===== config.mk =====
export PLATFORM = sky130hd
export DESIGN_NAME = mmc3_multicart_bank_mapper_top_flat
export DESIGN_NICKNAME = d
export VERILOG_FILES = /design/src/rtl/core/mmc3mc_pkg.sv /design/src/rtl/core/mmc3mc_ifs.sv /design/src/rtl/core/mmc3mc_front.sv /design/src/rtl/core/mmc3mc_queue.sv /design/src/rtl/core/mmc3mc_rem.sv /design/src/rtl/core/mmc3mc_back.sv /design/src/rtl/core/mmc3_multicart_bank_mapper_top.sv /design/src/flat_wrapper.sv
export SDC_FILE = /design/constraint.sdc
export NUM_CORES = 1
export LEC_CHECK = 0
export ABC_CLOCK_PERIOD_IN_PS = 4100
export BUFFER_PORTS_ARGS = -buffer_cell sky130_fd_sc_hd__buf_4
export CORE_MARGIN = 4
export CORE_UTILIZATION = 55
export DETAILED_ROUTE_END_ITERATION = 10
export PLACE_DENSITY = 0.76
export SETUP_SLACK_MARGIN = 0.15
export SYNTH_ARGS = -nofsm -noshare
export SYNTH_HDL_FRONTEND = slang
export SYNTH_SLANG_ARGS = --single-unit

===== constraint.sdc =====
create_clock -name clk_i -period 4.1 [get_ports clk_i]
set_input_delay 0.615 -clock clk_i [delete_from_list [all_inputs] [get_ports clk_i]]
set_output_delay 0.615 -clock clk_i [all_outputs]
set_load 0.05 [all_outputs]

===== src/rtl/core/mmc3mc_pkg.sv =====
// Shared types and constants of the MMC3 multicart bank mapper.
// No dependencies; the front, queue, remainder, back and top files import this package.
package mmc3mc_pkg;

  // Configuration register indexes
  localparam logic [1:0] CFG_PRG_TOTAL   = 2'd0;
  localparam logic [1:0] CFG_CHR_TOTAL   = 2'd1;
  localparam logic [1:0] CFG_QUAD_SCREEN = 2'd2;

  // Input modes
  localparam logic [2:0] MODE_MAPPER_WR = 3'd0;
  localparam logic [2:0] MODE_OUTER_WR  = 3'd1;
  localparam logic [2:0] MODE_TICK      = 3'd2;
  localparam logic [2:0] MODE_PRG       = 3'd3;
  localparam logic [2:0] MODE_CHR       = 3'd4;

  // Mapper register decode
  localparam logic [15:0] ADDR_DECODE_MASK = 16'hE001;
  localparam logic [15:0] REG_SELECT       = 16'h8000;
  localparam logic [15:0] REG_BANK         = 16'h8001;
  localparam logic [15:0] REG_MIRROR       = 16'hA000;
  localparam logic [15:0] REG_LATCH        = 16'hC000;
  localparam logic [15:0] REG_RELOAD       = 16'hC001;
  localparam logic [15:0] REG_IRQ_OFF      = 16'hE000;
  localparam logic [15:0] REG_IRQ_ON       = 16'hE001;
  localparam logic [15:0] PRG_WINDOW_BASE  = 16'h8000;
  localparam logic [15:0] CHR_WINDOW_END   = 16'h2000;

  localparam logic [1:0] MIRROR_QUAD_SCREEN = 2'd2;

  localparam int BANK_REG_COUNT = 8;
  localparam int BANK_IDX_W     = $clog2(BANK_REG_COUNT);

  // Command queue between front and back
  localparam int QUEUE_DEPTH = 2;
  localparam int QUEUE_PTR_W = $clog2(QUEUE_DEPTH);
  localparam int QUEUE_CNT_W = $clog2(QUEUE_DEPTH + 1);

  // Remainder unit: two quotient bits per cycle over an 8-bit dividend
  localparam int REM_W      = 8;
  localparam int REM_STEPS  = 2;
  localparam int REM_CYCLES = REM_W / REM_STEPS;
  localparam int REM_CNT_W  = $clog2(REM_CYCLES);

  typedef enum logic [3:0] {
    OP_NOP,
    OP_SELECT,
    OP_BANK,
    OP_MIRROR,
    OP_LATCH,
    OP_RELOAD,
    OP_IRQ_OFF,
    OP_IRQ_ON,
    OP_OUTER,
    OP_TICK,
    OP_PRG,
    OP_CHR
  } op_e;

  typedef struct packed {
    op_e        op;
    logic [2:0] slot;
    logic [7:0] data;
  } cmd_t;

  typedef struct packed {
    logic [7:0] prg_total;
    logic [7:0] chr_total;
    logic       quad_screen;
  } cfg_t;

  typedef struct packed {
    logic             start;
    logic [REM_W-1:0] dividend;
    logic [REM_W-1:0] divisor;
  } rem_req_t;

  typedef struct packed {
    logic             done;
    logic [REM_W-1:0] rem;
  } rem_rsp_t;

endpackage


===== src/rtl/core/mmc3mc_ifs.sv =====
// Handshake channel interfaces of the MMC3 multicart bank mapper.
// No dependencies: input item, result item and configuration write channels.
interface mmc3mc_in_if;
  logic        valid;
  logic        ready;
  logic [2:0]  mode;
  logic [15:0] bus_address;
  logic [7:0]  write_data;
  logic        show_background;
  logic        show_sprites;

  modport source (output valid, mode, bus_address, write_data, show_background,
                  show_sprites, input ready);
  modport sink (input valid, mode, bus_address, write_data, show_background,
                show_sprites, output ready);
endinterface

interface mmc3mc_out_if;
  logic       valid;
  logic       ready;
  logic [7:0] mapped_bank;
  logic       irq_line;
  logic [1:0] mirroring_mode;

  modport source (output valid, mapped_bank, irq_line, mirroring_mode, input ready);
  modport sink (input valid, mapped_bank, irq_line, mirroring_mode, output ready);
endinterface

interface mmc3mc_cfg_if;
  logic       valid;
  logic       ready;
  logic [1:0] index;
  logic [7:0] data;

  modport source (output valid, index, data, input ready);
  modport sink (input valid, index, data, output ready);
endinterface


===== src/rtl/core/mmc3mc_front.sv =====
// Front end: accepts input transactions and decodes them into queue commands.
// Depends on mmc3mc_pkg and mmc3mc_in_if.
module mmc3mc_front (
  mmc3mc_in_if.sink      in_i,
  input  logic           q_ready_i,
  output logic           q_valid_o,
  output mmc3mc_pkg::cmd_t q_cmd_o
);
  import mmc3mc_pkg::*;

  logic [15:0] reg_addr;

  assign reg_addr  = in_i.bus_address & ADDR_DECODE_MASK;
  assign in_i.ready = q_ready_i;
  assign q_valid_o  = in_i.valid;

  // Classify the transaction; lookups outside their window and ticks with rendering off become no-ops
  always_comb begin
    q_cmd_o.op   = OP_NOP;
    q_cmd_o.slot = 3'd0;
    q_cmd_o.data = in_i.write_data;
    unique case (in_i.mode)
      MODE_MAPPER_WR: begin
        unique case (reg_addr)
          REG_SELECT:  q_cmd_o.op = OP_SELECT;
          REG_BANK:    q_cmd_o.op = OP_BANK;
          REG_MIRROR:  q_cmd_o.op = OP_MIRROR;
          REG_LATCH:   q_cmd_o.op = OP_LATCH;
          REG_RELOAD:  q_cmd_o.op = OP_RELOAD;
          REG_IRQ_OFF: q_cmd_o.op = OP_IRQ_OFF;
          REG_IRQ_ON:  q_cmd_o.op = OP_IRQ_ON;
          default:     q_cmd_o.op = OP_NOP;
        endcase
      end
      MODE_OUTER_WR: q_cmd_o.op = OP_OUTER;
      MODE_TICK: begin
        if (in_i.show_background || in_i.show_sprites) begin
          q_cmd_o.op = OP_TICK;
        end
      end
      MODE_PRG: begin
        if (in_i.bus_address >= PRG_WINDOW_BASE) begin
          q_cmd_o.op   = OP_PRG;
          q_cmd_o.slot = {1'b0, in_i.bus_address[14:13]};
        end
      end
      MODE_CHR: begin
        if (in_i.bus_address < CHR_WINDOW_END) begin
          q_cmd_o.op   = OP_CHR;
          q_cmd_o.slot = in_i.bus_address[12:10];
        end
      end
      default: q_cmd_o.op = OP_NOP;
    endcase
  end

endmodule


===== src/rtl/core/mmc3mc_queue.sv =====
// Short command queue decoupling the decode front from the execute back.
// Depends on mmc3mc_pkg.
module mmc3mc_queue (
  input  logic             clk_i,
  input  logic             rst_ni,
  input  logic             push_valid_i,
  input  mmc3mc_pkg::cmd_t push_cmd_i,
  output logic             push_ready_o,
  output logic             pop_valid_o,
  output mmc3mc_pkg::cmd_t pop_cmd_o,
  input  logic             pop_i
);
  import mmc3mc_pkg::*;

  cmd_t                   mem_q [QUEUE_DEPTH];
  logic [QUEUE_PTR_W-1:0] wr_ptr_q, wr_ptr_d;
  logic [QUEUE_PTR_W-1:0] rd_ptr_q, rd_ptr_d;
  logic [QUEUE_CNT_W-1:0] cnt_q, cnt_d;
  logic                   push, pop;

  assign push_ready_o = (cnt_q != QUEUE_CNT_W'(QUEUE_DEPTH));
  assign pop_valid_o  = (cnt_q != '0);
  assign pop_cmd_o    = mem_q[rd_ptr_q];
  assign push         = push_valid_i && push_ready_o;
  assign pop          = pop_i && pop_valid_o;

  // Pointer and fill bookkeeping
  always_comb begin
    wr_ptr_d = wr_ptr_q;
    rd_ptr_d = rd_ptr_q;
    cnt_d    = cnt_q;
    if (push) begin
      wr_ptr_d = (wr_ptr_q == QUEUE_PTR_W'(QUEUE_DEPTH - 1)) ? '0 : wr_ptr_q + 1'b1;
    end
    if (pop) begin
      rd_ptr_d = (rd_ptr_q == QUEUE_PTR_W'(QUEUE_DEPTH - 1)) ? '0 : rd_ptr_q + 1'b1;
    end
    if (push && !pop) begin
      cnt_d = cnt_q + 1'b1;
    end else if (pop && !push) begin
      cnt_d = cnt_q - 1'b1;
    end
  end

  always_ff @(posedge clk_i or negedge rst_ni) begin
    if (!rst_ni) begin
      wr_ptr_q <= '0;
      rd_ptr_q <= '0;
      cnt_q    <= '0;
    end else begin
      wr_ptr_q <= wr_ptr_d;
      rd_ptr_q <= rd_ptr_d;
      cnt_q    <= cnt_d;
    end
  end

  // Storage
  always_ff @(posedge clk_i) begin
    if (push) begin
      mem_q[wr_ptr_q] <= push_cmd_i;
    end
  end

endmodule


===== src/rtl/core/mmc3mc_rem.sv =====
// Iterative remainder unit, restoring scheme, two dividend bits per cycle.
// Depends on mmc3mc_pkg. Divisor must be non-zero.
module mmc3mc_rem (
  input  logic                 clk_i,
  input  logic                 rst_ni,
  input  mmc3mc_pkg::rem_req_t req_i,
  output mmc3mc_pkg::rem_rsp_t rsp_o
);
  import mmc3mc_pkg::*;

  logic                 busy_q;
  logic                 done_q;
  logic [REM_CNT_W-1:0] cnt_q;
  logic [REM_W-1:0]     rem_q, rem_d;
  logic [REM_W-1:0]     dvd_q, dvd_d;
  logic [REM_W-1:0]     dsr_q;

  // Two shift-compare-subtract steps
  always_comb begin
    logic [REM_W:0] trial;
    rem_d = rem_q;
    dvd_d = dvd_q;
    for (int i = 0; i < REM_STEPS; i++) begin
      trial = {rem_d, dvd_d[REM_W-1]};
      dvd_d = {dvd_d[REM_W-2:0], 1'b0};
      if (trial >= {1'b0, dsr_q}) begin
        trial = trial - {1'b0, dsr_q};
      end
      rem_d = trial[REM_W-1:0];
    end
  end

  always_ff @(posedge clk_i or negedge rst_ni) begin
    if (!rst_ni) begin
      busy_q <= 1'b0;
      done_q <= 1'b0;
      cnt_q  <= '0;
    end else begin
      done_q <= 1'b0;
      if (req_i.start) begin
        busy_q <= 1'b1;
        cnt_q  <= '0;
      end else if (busy_q) begin
        cnt_q <= cnt_q + 1'b1;
        if (cnt_q == REM_CNT_W'(REM_CYCLES - 1)) begin
          busy_q <= 1'b0;
          done_q <= 1'b1;
        end
      end
    end
  end

  always_ff @(posedge clk_i) begin
    if (req_i.start) begin
      rem_q <= '0;
      dvd_q <= req_i.dividend;
      dsr_q <= req_i.divisor;
    end else if (busy_q) begin
      rem_q <= rem_d;
      dvd_q <= dvd_d;
    end
  end

  assign rsp_o.done = done_q;
  assign rsp_o.rem  = rem_q;

endmodule


===== src/rtl/core/mmc3mc_back.sv =====
// Back end: holds mapper state, executes queued commands, drives the result.
// Depends on mmc3mc_pkg, mmc3mc_out_if and mmc3mc_rem.
module mmc3mc_back (
  input  logic             clk_i,
  input  logic             rst_ni,
  input  mmc3mc_pkg::cfg_t cfg_i,
  input  logic             q_valid_i,
  input  mmc3mc_pkg::cmd_t q_cmd_i,
  output logic             q_pop_o,
  mmc3mc_out_if.source     out_o
);
  import mmc3mc_pkg::*;

  typedef enum logic [1:0] {
    ST_IDLE = 2'b01,
    ST_WAIT = 2'b10
  } state_e;

  state_e st_q, st_d;

  // Mapper state
  logic [7:0] sel_q, sel_d;
  logic [7:0] bank_q [BANK_REG_COUNT];
  logic       mirror_q, mirror_d;
  logic [7:0] latch_q, latch_d;
  logic [7:0] irq_cnt_q, irq_cnt_d;
  logic       reload_q, reload_d;
  logic       irq_en_q, irq_en_d;
  logic       irq_pend_q, irq_pend_d;
  logic [2:0] outer_q, outer_d;

  // Lookup in flight
  logic [7:0] base_q;
  logic [2:0] low_q;
  logic       chr_q;

  // Result register
  logic       out_valid_q;
  logic [7:0] out_bank_q;
  logic       out_irq_q;
  logic [1:0] out_mirror_q;

  cmd_t                  cmd;
  logic                  pop, need_mod, load_out;
  logic [BANK_IDX_W-1:0] rd_idx, prg_idx, chr_idx;
  logic [2:0]            chr_s;
  logic [7:0]            bank_rd, chr_raw;
  logic [5:0]            prg_seg;
  logic [4:0]            chr_seg;
  logic [7:0]            prg_off, chr_off, prg_last, prg_slast;
  logic [7:0]            direct_bank, mod_bank, out_bank_d;
  rem_req_t              rem_req;
  rem_rsp_t              rem_rsp;

  assign cmd = q_cmd_i;
  assign pop = q_valid_i && (st_q == ST_IDLE) && (!out_valid_q || out_o.ready);
  assign q_pop_o = pop;

  // Bank register read, one address per lookup
  assign prg_idx = (cmd.slot[1:0] == 2'd1) ? BANK_IDX_W'(7) : BANK_IDX_W'(6);
  assign chr_s   = cmd.slot ^ {sel_q[7], 2'b00};
  assign chr_idx = chr_s[2] ? BANK_IDX_W'(chr_s - 3'd2) : BANK_IDX_W'({2'b00, chr_s[1]});
  assign rd_idx  = (cmd.op == OP_CHR) ? chr_idx : prg_idx;
  assign bank_rd = bank_q[rd_idx];
  assign chr_raw = chr_s[2] ? bank_rd : {bank_rd[7:1], chr_s[0]};

  // Segment geometry
  assign prg_seg   = (cfg_i.prg_total[7:2] == '0) ? 6'd1 : cfg_i.prg_total[7:2];
  assign chr_seg   = (cfg_i.chr_total[7:3] == '0) ? 5'd1 : cfg_i.chr_total[7:3];
  assign prg_off   = {2'b00, outer_q[1:0], 4'b0000};
  assign chr_off   = {2'b00, outer_q, 3'b000};
  assign prg_last  = prg_off + {2'b00, prg_seg} - 8'd1;
  assign prg_slast = prg_off + {2'b00, prg_seg} - 8'd2;

  // Lookups that resolve without a remainder
  always_comb begin
    direct_bank = 8'd0;
    need_mod    = 1'b0;
    unique case (cmd.op)
      OP_PRG: begin
        if (outer_q[2]) begin
          direct_bank = cfg_i.prg_total - 8'd4 + {6'b0, cmd.slot[1:0]};
        end else if (cmd.slot[1:0] == 2'd3) begin
          direct_bank = prg_last;
        end else if ((cmd.slot[1:0] == 2'd2 && !sel_q[6]) ||
                     (cmd.slot[1:0] == 2'd0 && sel_q[6])) begin
          direct_bank = prg_slast;
        end else begin
          need_mod = 1'b1;
        end
      end
      OP_CHR: begin
        if (cfg_i.chr_total == '0) begin
          direct_bank = {5'b0, cmd.slot};
        end else begin
          need_mod = 1'b1;
        end
      end
      default: direct_bank = 8'd0;
    endcase
  end

  // Remainder request: bank value modulo segment size
  always_comb begin
    rem_req.start = pop && need_mod;
    if (cmd.op == OP_CHR) begin
      rem_req.dividend = {3'b000, chr_raw[7:3]};
      rem_req.divisor  = {3'b000, chr_seg};
    end else begin
      rem_req.dividend = bank_rd;
      rem_req.divisor  = {2'b00, prg_seg};
    end
  end

  mmc3mc_rem u_rem (
    .clk_i  (clk_i),
    .rst_ni (rst_ni),
    .req_i  (rem_req),
    .rsp_o  (rem_rsp)
  );

  assign mod_bank = chr_q ? base_q + {rem_rsp.rem[4:0], low_q} : base_q + rem_rsp.rem;

  // Command execution
  always_comb begin
    sel_d      = sel_q;
    mirror_d   = mirror_q;
    latch_d    = latch_q;
    irq_cnt_d  = irq_cnt_q;
    reload_d   = reload_q;
    irq_en_d   = irq_en_q;
    irq_pend_d = irq_pend_q;
    outer_d    = outer_q;
    if (pop) begin
      unique case (cmd.op)
        OP_SELECT:  sel_d    = cmd.data;
        OP_MIRROR:  mirror_d = cmd.data[0];
        OP_LATCH:   latch_d  = cmd.data;
        OP_RELOAD:  reload_d = 1'b1;
        OP_IRQ_OFF: begin
          irq_en_d   = 1'b0;
          irq_pend_d = 1'b0;
        end
        OP_IRQ_ON:  irq_en_d = 1'b1;
        OP_OUTER:   outer_d  = cmd.data[2:0];
        OP_TICK: begin
          if (irq_cnt_q == '0 || reload_q) begin
            irq_cnt_d = latch_q;
          end else begin
            irq_cnt_d = irq_cnt_q - 8'd1;
          end
          if (irq_cnt_d == '0 && irq_en_q) begin
            irq_pend_d = 1'b1;
          end
          reload_d = 1'b0;
        end
        default: ;
      endcase
    end
  end

  // Sequencer
  always_comb begin
    st_d     = st_q;
    load_out = 1'b0;
    unique case (st_q)
      ST_IDLE: begin
        if (pop) begin
          if (need_mod) begin
            st_d = ST_WAIT;
          end else begin
            load_out = 1'b1;
          end
        end
      end
      ST_WAIT: begin
        if (rem_rsp.done) begin
          st_d     = ST_IDLE;
          load_out = 1'b1;
        end
      end
      default: st_d = ST_IDLE;
    endcase
  end

  assign out_bank_d = (st_q == ST_WAIT) ? mod_bank : direct_bank;

  always_ff @(posedge clk_i or negedge rst_ni) begin
    if (!rst_ni) begin
      st_q        <= ST_IDLE;
      sel_q       <= '0;
      mirror_q    <= 1'b0;
      latch_q     <= '0;
      irq_cnt_q   <= '0;
      reload_q    <= 1'b0;
      irq_en_q    <= 1'b0;
      irq_pend_q  <= 1'b0;
      outer_q     <= '0;
      out_valid_q <= 1'b0;
      for (int i = 0; i < BANK_REG_COUNT; i++) begin
        bank_q[i] <= (i == BANK_REG_COUNT - 1) ? 8'd1 : 8'd0;
      end
    end else begin
      st_q       <= st_d;
      sel_q      <= sel_d;
      mirror_q   <= mirror_d;
      latch_q    <= latch_d;
      irq_cnt_q  <= irq_cnt_d;
      reload_q   <= reload_d;
      irq_en_q   <= irq_en_d;
      irq_pend_q <= irq_pend_d;
      outer_q    <= outer_d;
      if (pop && cmd.op == OP_BANK) begin
        bank_q[sel_q[BANK_IDX_W-1:0]] <= cmd.data;
      end
      if (load_out) begin
        out_valid_q <= 1'b1;
      end else if (out_o.ready) begin
        out_valid_q <= 1'b0;
      end
    end
  end

  // Payload registers
  always_ff @(posedge clk_i) begin
    if (rem_req.start) begin
      chr_q  <= (cmd.op == OP_CHR);
      base_q <= (cmd.op == OP_CHR) ? chr_off : prg_off;
      low_q  <= chr_raw[2:0];
    end
    if (load_out) begin
      out_bank_q   <= out_bank_d;
      out_irq_q    <= irq_pend_d;
      out_mirror_q <= cfg_i.quad_screen ? MIRROR_QUAD_SCREEN : {1'b0, mirror_d};
    end
  end

  assign out_o.valid          = out_valid_q;
  assign out_o.mapped_bank    = out_bank_q;
  assign out_o.irq_line       = out_irq_q;
  assign out_o.mirroring_mode = out_mirror_q;

endmodule


===== src/rtl/core/mmc3_multicart_bank_mapper_top.sv =====
// MMC3 bank mapper with a 3-bit outer multicart register. Each accepted bus
// event (mapper write, outer write, scanline tick, PRG or CHR lookup) yields
// one result transaction with the mapped bank, the IRQ line and the mirroring
// mode as they stand after the event. Events enter a two-entry command queue;
// writes, ticks and lookups of fixed slots load their result as they leave the
// queue, while PRG lookups of the switchable slots with outer bit 2 clear and
// CHR lookups with CHR ROM first start the remainder unit, which resolves two
// bits of the bank value at a time, and then load its result. The result sits
// in an output register, so the queue keeps filling while a result waits to be
// taken. Configuration writes are always accepted and should be made while
// no events are in flight.
// Depends on mmc3mc_pkg, mmc3mc_ifs, mmc3mc_front, mmc3mc_queue, mmc3mc_back.
module mmc3_multicart_bank_mapper_top (
  input  logic          clk_i,
  input  logic          rst_ni,
  mmc3mc_in_if.sink     in_i,
  mmc3mc_out_if.source  out_o,
  mmc3mc_cfg_if.sink    cfg_i
);
  import mmc3mc_pkg::*;

  cfg_t cfg_q;
  logic push_valid, push_ready, pop_valid, pop;
  cmd_t push_cmd, pop_cmd;

  // Configuration registers
  assign cfg_i.ready = 1'b1;

  always_ff @(posedge clk_i or negedge rst_ni) begin
    if (!rst_ni) begin
      cfg_q.prg_total   <= 8'd16;
      cfg_q.chr_total   <= 8'd128;
      cfg_q.quad_screen <= 1'b0;
    end else if (cfg_i.valid) begin
      unique case (cfg_i.index)
        CFG_PRG_TOTAL:   cfg_q.prg_total   <= cfg_i.data;
        CFG_CHR_TOTAL:   cfg_q.chr_total   <= cfg_i.data;
        CFG_QUAD_SCREEN: cfg_q.quad_screen <= cfg_i.data[0];
        default: ;
      endcase
    end
  end

  mmc3mc_front u_front (
    .in_i      (in_i),
    .q_ready_i (push_ready),
    .q_valid_o (push_valid),
    .q_cmd_o   (push_cmd)
  );

  mmc3mc_queue u_queue (
    .clk_i        (clk_i),
    .rst_ni       (rst_ni),
    .push_valid_i (push_valid),
    .push_cmd_i   (push_cmd),
    .push_ready_o (push_ready),
    .pop_valid_o  (pop_valid),
    .pop_cmd_o    (pop_cmd),
    .pop_i        (pop)
  );

  mmc3mc_back u_back (
    .clk_i     (clk_i),
    .rst_ni    (rst_ni),
    .cfg_i     (cfg_q),
    .q_valid_i (pop_valid),
    .q_cmd_i   (pop_cmd),
    .q_pop_o   (pop),
    .out_o     (out_o)
  );

endmodule


===== src/flat_wrapper.sv =====
// flat-port wrapper written by rule: the top's interface ports become plain ports
module mmc3_multicart_bank_mapper_top_flat import mmc3mc_pkg::*;
  (clk_i, rst_ni, in_i_valid, in_i_mode, in_i_bus_address, in_i_write_data, in_i_show_background, in_i_show_sprites, in_i_ready, out_o_valid, out_o_mapped_bank, out_o_irq_line, out_o_mirroring_mode, out_o_ready, cfg_i_valid, cfg_i_index, cfg_i_data, cfg_i_ready);
  mmc3mc_in_if in_i_i ();
  mmc3mc_out_if out_o_i ();
  mmc3mc_cfg_if cfg_i_i ();
  input  logic clk_i;
  input  logic rst_ni;
  input wire logic [$bits(in_i_i.valid)-1:0] in_i_valid;
  input wire logic [$bits(in_i_i.mode)-1:0] in_i_mode;
  input wire logic [$bits(in_i_i.bus_address)-1:0] in_i_bus_address;
  input wire logic [$bits(in_i_i.write_data)-1:0] in_i_write_data;
  input wire logic [$bits(in_i_i.show_background)-1:0] in_i_show_background;
  input wire logic [$bits(in_i_i.show_sprites)-1:0] in_i_show_sprites;
  output wire logic [$bits(in_i_i.ready)-1:0] in_i_ready;
  output wire logic [$bits(out_o_i.valid)-1:0] out_o_valid;
  output wire logic [$bits(out_o_i.mapped_bank)-1:0] out_o_mapped_bank;
  output wire logic [$bits(out_o_i.irq_line)-1:0] out_o_irq_line;
  output wire logic [$bits(out_o_i.mirroring_mode)-1:0] out_o_mirroring_mode;
  input wire logic [$bits(out_o_i.ready)-1:0] out_o_ready;
  input wire logic [$bits(cfg_i_i.valid)-1:0] cfg_i_valid;
  input wire logic [$bits(cfg_i_i.index)-1:0] cfg_i_index;
  input wire logic [$bits(cfg_i_i.data)-1:0] cfg_i_data;
  output wire logic [$bits(cfg_i_i.ready)-1:0] cfg_i_ready;
  assign in_i_i.valid = in_i_valid;
  assign in_i_i.mode = in_i_mode;
  assign in_i_i.bus_address = in_i_bus_address;
  assign in_i_i.write_data = in_i_write_data;
  assign in_i_i.show_background = in_i_show_background;
  assign in_i_i.show_sprites = in_i_show_sprites;
  assign in_i_ready = in_i_i.ready;
  assign out_o_valid = out_o_i.valid;
  assign out_o_mapped_bank = out_o_i.mapped_bank;
  assign out_o_irq_line = out_o_i.irq_line;
  assign out_o_mirroring_mode = out_o_i.mirroring_mode;
  assign out_o_i.ready = out_o_ready;
  assign cfg_i_i.valid = cfg_i_valid;
  assign cfg_i_i.index = cfg_i_index;
  assign cfg_i_i.data = cfg_i_data;
  assign cfg_i_ready = cfg_i_i.ready;
  mmc3_multicart_bank_mapper_top u_core (.clk_i(clk_i), .rst_ni(rst_ni), .in_i(in_i_i), .out_o(out_o_i), .cfg_i(cfg_i_i));
endmodule

==> out/qor.csv <==
metric,value,unit
Slew @ Worst Pin,1187,ps
multi-input logic area,4681,um2
Max Clock Freq,265.3,MHz
Netlist cell types,77,
setup tns final,0,ps
Most Crowded Layer GR,met2,
met3 Use GR,0.04588,
most common flop cell mapped by yosys,dfrtp_1,
Setup Skew,11.82,ps
Max Slew Vio Count,0,
power share of the sequential group,0.351,
Worst VDD drop,0.0008046,V
Placed Area,10700,um2
most common cell in the netlist,dfrtp_1,
Mapped Cells,1001,
wire length per cell,18.42,um
Synth top cells by count,"114 x dfrtp_1, 112 x nand2_1, 90 x o21ai_0",
Synth top area share,0.2856,
met1 Resource Use GR,0.3330,
total track usage,0.2457,
status,"complete, no violations",
Yosys reg bits,188,
Starting Density,0.5579,
post-cts hold buffer count,0,
cell taking the most area after synthesis,dfrtp_1,
first-pass GRT wire length,39.45,mm
Net Sw Power,0.003839,W
setup ws final,330.1,ps
Initial DRT Pass Iterations,8,
R2R cell count,15,
Detail Route Antenna Nets,0,
Rows,49,
I/O pins,58,
RD Place Congestion,0.9117,
vias in the first global route,7738,
fin area,11320,um2
post-layout min period,3770,ps
syn_nets,1077,
chip height,142.8,um
Antenna Cells,0,
"EDFF count, synth",62,
Num Clock Sinks,188,
Ys Warns,0,
DRC Markers,0,
final WL,23.91,mm
CP required,4430,ps
Setup Viol. Count Final,0,
clock power share,0.181,
Port-buffer cells,47,
Worst setup SP type,flop,
Worst Hold Slack,233.4,ps
post-synthesis average cell area,9.978,um2
layout cell share with drive strength beyond 1,0.1581,
sequential standard cell area,4980,um2
Synth area leaders,"dfrtp_1 29%, edfxtp_1 19%, o21ai_0 4.5%, nand2_1 4.2%, a21oi_1 3.8%",
die footprint,20380,um2
Layout fillers,1463,
Max Cap Violations,0,
CTS root buffer,clkbuf_16,
crit path max fanout,7,
grt ovf,0,
CTS tree,yes,
critical path capture point type,flop,
initial antenna violation count,0,
asr flop ratio synth,0.6277,
combinational share of power,0.468,
largest net degree at the start of global routing,119,
H-tree lvl count,4,
DR vias/cell,6.047,
"Seq/Total Area, Yosys",0.4986,
Power Density,794.2,nW/um2
cts bufs inserted,17,
clock slew seen by the registers of the worst setup and hold paths,70,ps
# nets final,1132,
Vias,7849,
CTS Buffer Depth,2,
Hold/Removal Path Class,in2async,
core region area,17900,um2
DP Worst Slack,110.9,ps
Die Width,142.8,um
relative slew slack,0.2055,
P&R area growth vs syn,13.38,%
Detailed Place HPWL,16.86,mm
crit path DAT,4100,ps
period utilization,0.9195,
final hold violation count,0,
switch share,0.4269,
crit path kind,reg2reg,
DRT iter0 DRCs,561,
met2 GRT Util,0.3984,
worst skew pair latency,440,ps
RSZ-0062 raised after global routing,false,
LEAKAGE,4.759,nW
P_int,0.005155,W
Post-Syn Area,9988,um2
## stage by stage
step	total power (W)	std cells	utilization
global placement	0.007141	1266	0.5977
floorplan	0.006047	1001	-
CTS	0.008945	1298	0.6307
finish	0.008994	1298	0.6326
detailed placement	0.007278	1266	0.5977
global route	0.009618	1298	0.6326
## power by group through the flow
stage	logic [W]	clock network, W	registers (W)
3_3_place_gp	0.00399	0	0.00315
2_1_floorplan	0.00281	0	0.00323
3_5_place_dp	0.00410	0	0.00318
5_1_grt	0.00465	0.00173	0.00324
4_1_cts	0.00416	0.00164	0.00315
6_report	0.00421	0.00163	0.00316
## area by class of cell
cell class,instances,share of cell area
inverter,47,0.01558
clock buffer,19,0.04011
sequential,188,0.4397
timing repair buffer,81,0.05480
tap,229,0.02530
clock inverter,13,0.01116
multi-input combinational,721,0.4133
## worst max-delay path: stages (launching register included)
cell      delay (ps)
edfxtp_1         380
inv_2             80
ha_1             230
a21o_1           160
a21o_1           220
or3_4            380
nor3_4           190
or2_4            160
ha_1             230
nor2b_1          140
o31a_1           270
o31a_1           270
a311oi_2         250
o21ai_2          170
o31a_1           310
o31a_1           230
## layout by cell type, fill, tap and decap left out, types with 7 or more instances in the layout
| cell type | Yosys | routed |
|---|---|---|
| o211ai_1 | 16 | 16 |
| xor2_1 | 9 | 9 |
| o21ai_0 | 90 | 88 |
| o21a_1 | 12 | 12 |
| a21oi_1 | 75 | 75 |
| nor2b_1 | 12 | 12 |
| inv_1 | 44 | 43 |
| a211oi_1 | 7 | 7 |
| nor3_1 | 17 | 15 |
| nand4_1 | 8 | 8 |
| nand2_1 | 112 | 112 |
| o31ai_1 | 9 | 9 |
| clkbuf_16 | 0 | 18 |
| dfxtp_1 | 8 | 8 |
| mux2i_1 | 32 | 32 |
| edfxtp_1 | 62 | 62 |
| nand3_1 | 22 | 22 |
| nor2_1 | 79 | 79 |
| nor3b_1 | 7 | 7 |
| ha_1 | 27 | 25 |
| and3_1 | 7 | 7 |
| buf_4 | 1 | 80 |
| dfrtp_1 | 114 | 114 |
| nand2b_1 | 8 | 8 |
| xnor2_1 | 24 | 24 |
| mux2_2 | 21 | 21 |
## layer usage
layer	share of wire	routed length, um
met1	0.43	10380
met2	0.48	11540
met3	0.059	1403
met4	0.025	587
met5	0	0
## path summary, 6_finish.rpt
kind                                                         from  slack (ps)                                        end
hold / removal                                             rst_ni         230       u_core.u_back.u_rem.busy_q$_DFF_PN0_
hold reg to reg              u_core.u_back.bank_q[49]$_DFFE_PN0P_         480       u_core.u_back.bank_q[49]$_DFFE_PN0P_
max in group asynchronous                                  rst_ni        3350               u_core.cfg_q[16]$_DFFE_PN0P_
setup reg to reg           u_core.u_back.u_rem.dsr_q[4]$_DFFE_PP_         330  u_core.u_back.u_rem.rem_q[5]$_SDFFE_PP0P_
setup / recovery           u_core.u_back.u_rem.dsr_q[4]$_DFFE_PP_         330  u_core.u_back.u_rem.rem_q[5]$_SDFFE_PP0P_
min in group clk_i                             in_i_write_data[6]         350       u_core.u_queue.mem_q[1][6]$_DFFE_PP_
## state kept, by name, summed over array words and instances (netlist names), 3 cells and up
signal                           cells
u_core.cfg_q                        17
u_core.u_back.bank_q                62
u_core.u_back.base_q                 3
u_core.u_back.irq_cnt_q              8
u_core.u_back.latch_q                8
u_core.u_back.low_q                  3
u_core.u_back.out_o.mapped_bank      8
u_core.u_back.outer_q                3
u_core.u_back.sel_q                  5
u_core.u_back.u_rem.dsr_q            6
u_core.u_back.u_rem.dvd_q            8
u_core.u_back.u_rem.rem_q            8
u_core.u_queue.mem_q                30
## what timing repair did
item,4_1_cts,5_1_grt
pin swaps,0,3
cloned,0,0
setup buffers,0,0
endpoints found under the setup margin,2,8
gates resized for setup,2,12
## kinds of logic after synthesis
family,count (synthesis),share of synthesized area
and+or+nand+nor,317,0.1545
AOI/OAI and AO/OA,283,0.1779
DFF,188,0.4986
buffers and inverters,92,0.03720
muxes,55,0.05875
xor gates and xnor gates,33,0.02894
adders and majority gates,32,0.04384
other,1,0.0003754
(Power assumes the default switching activity.)
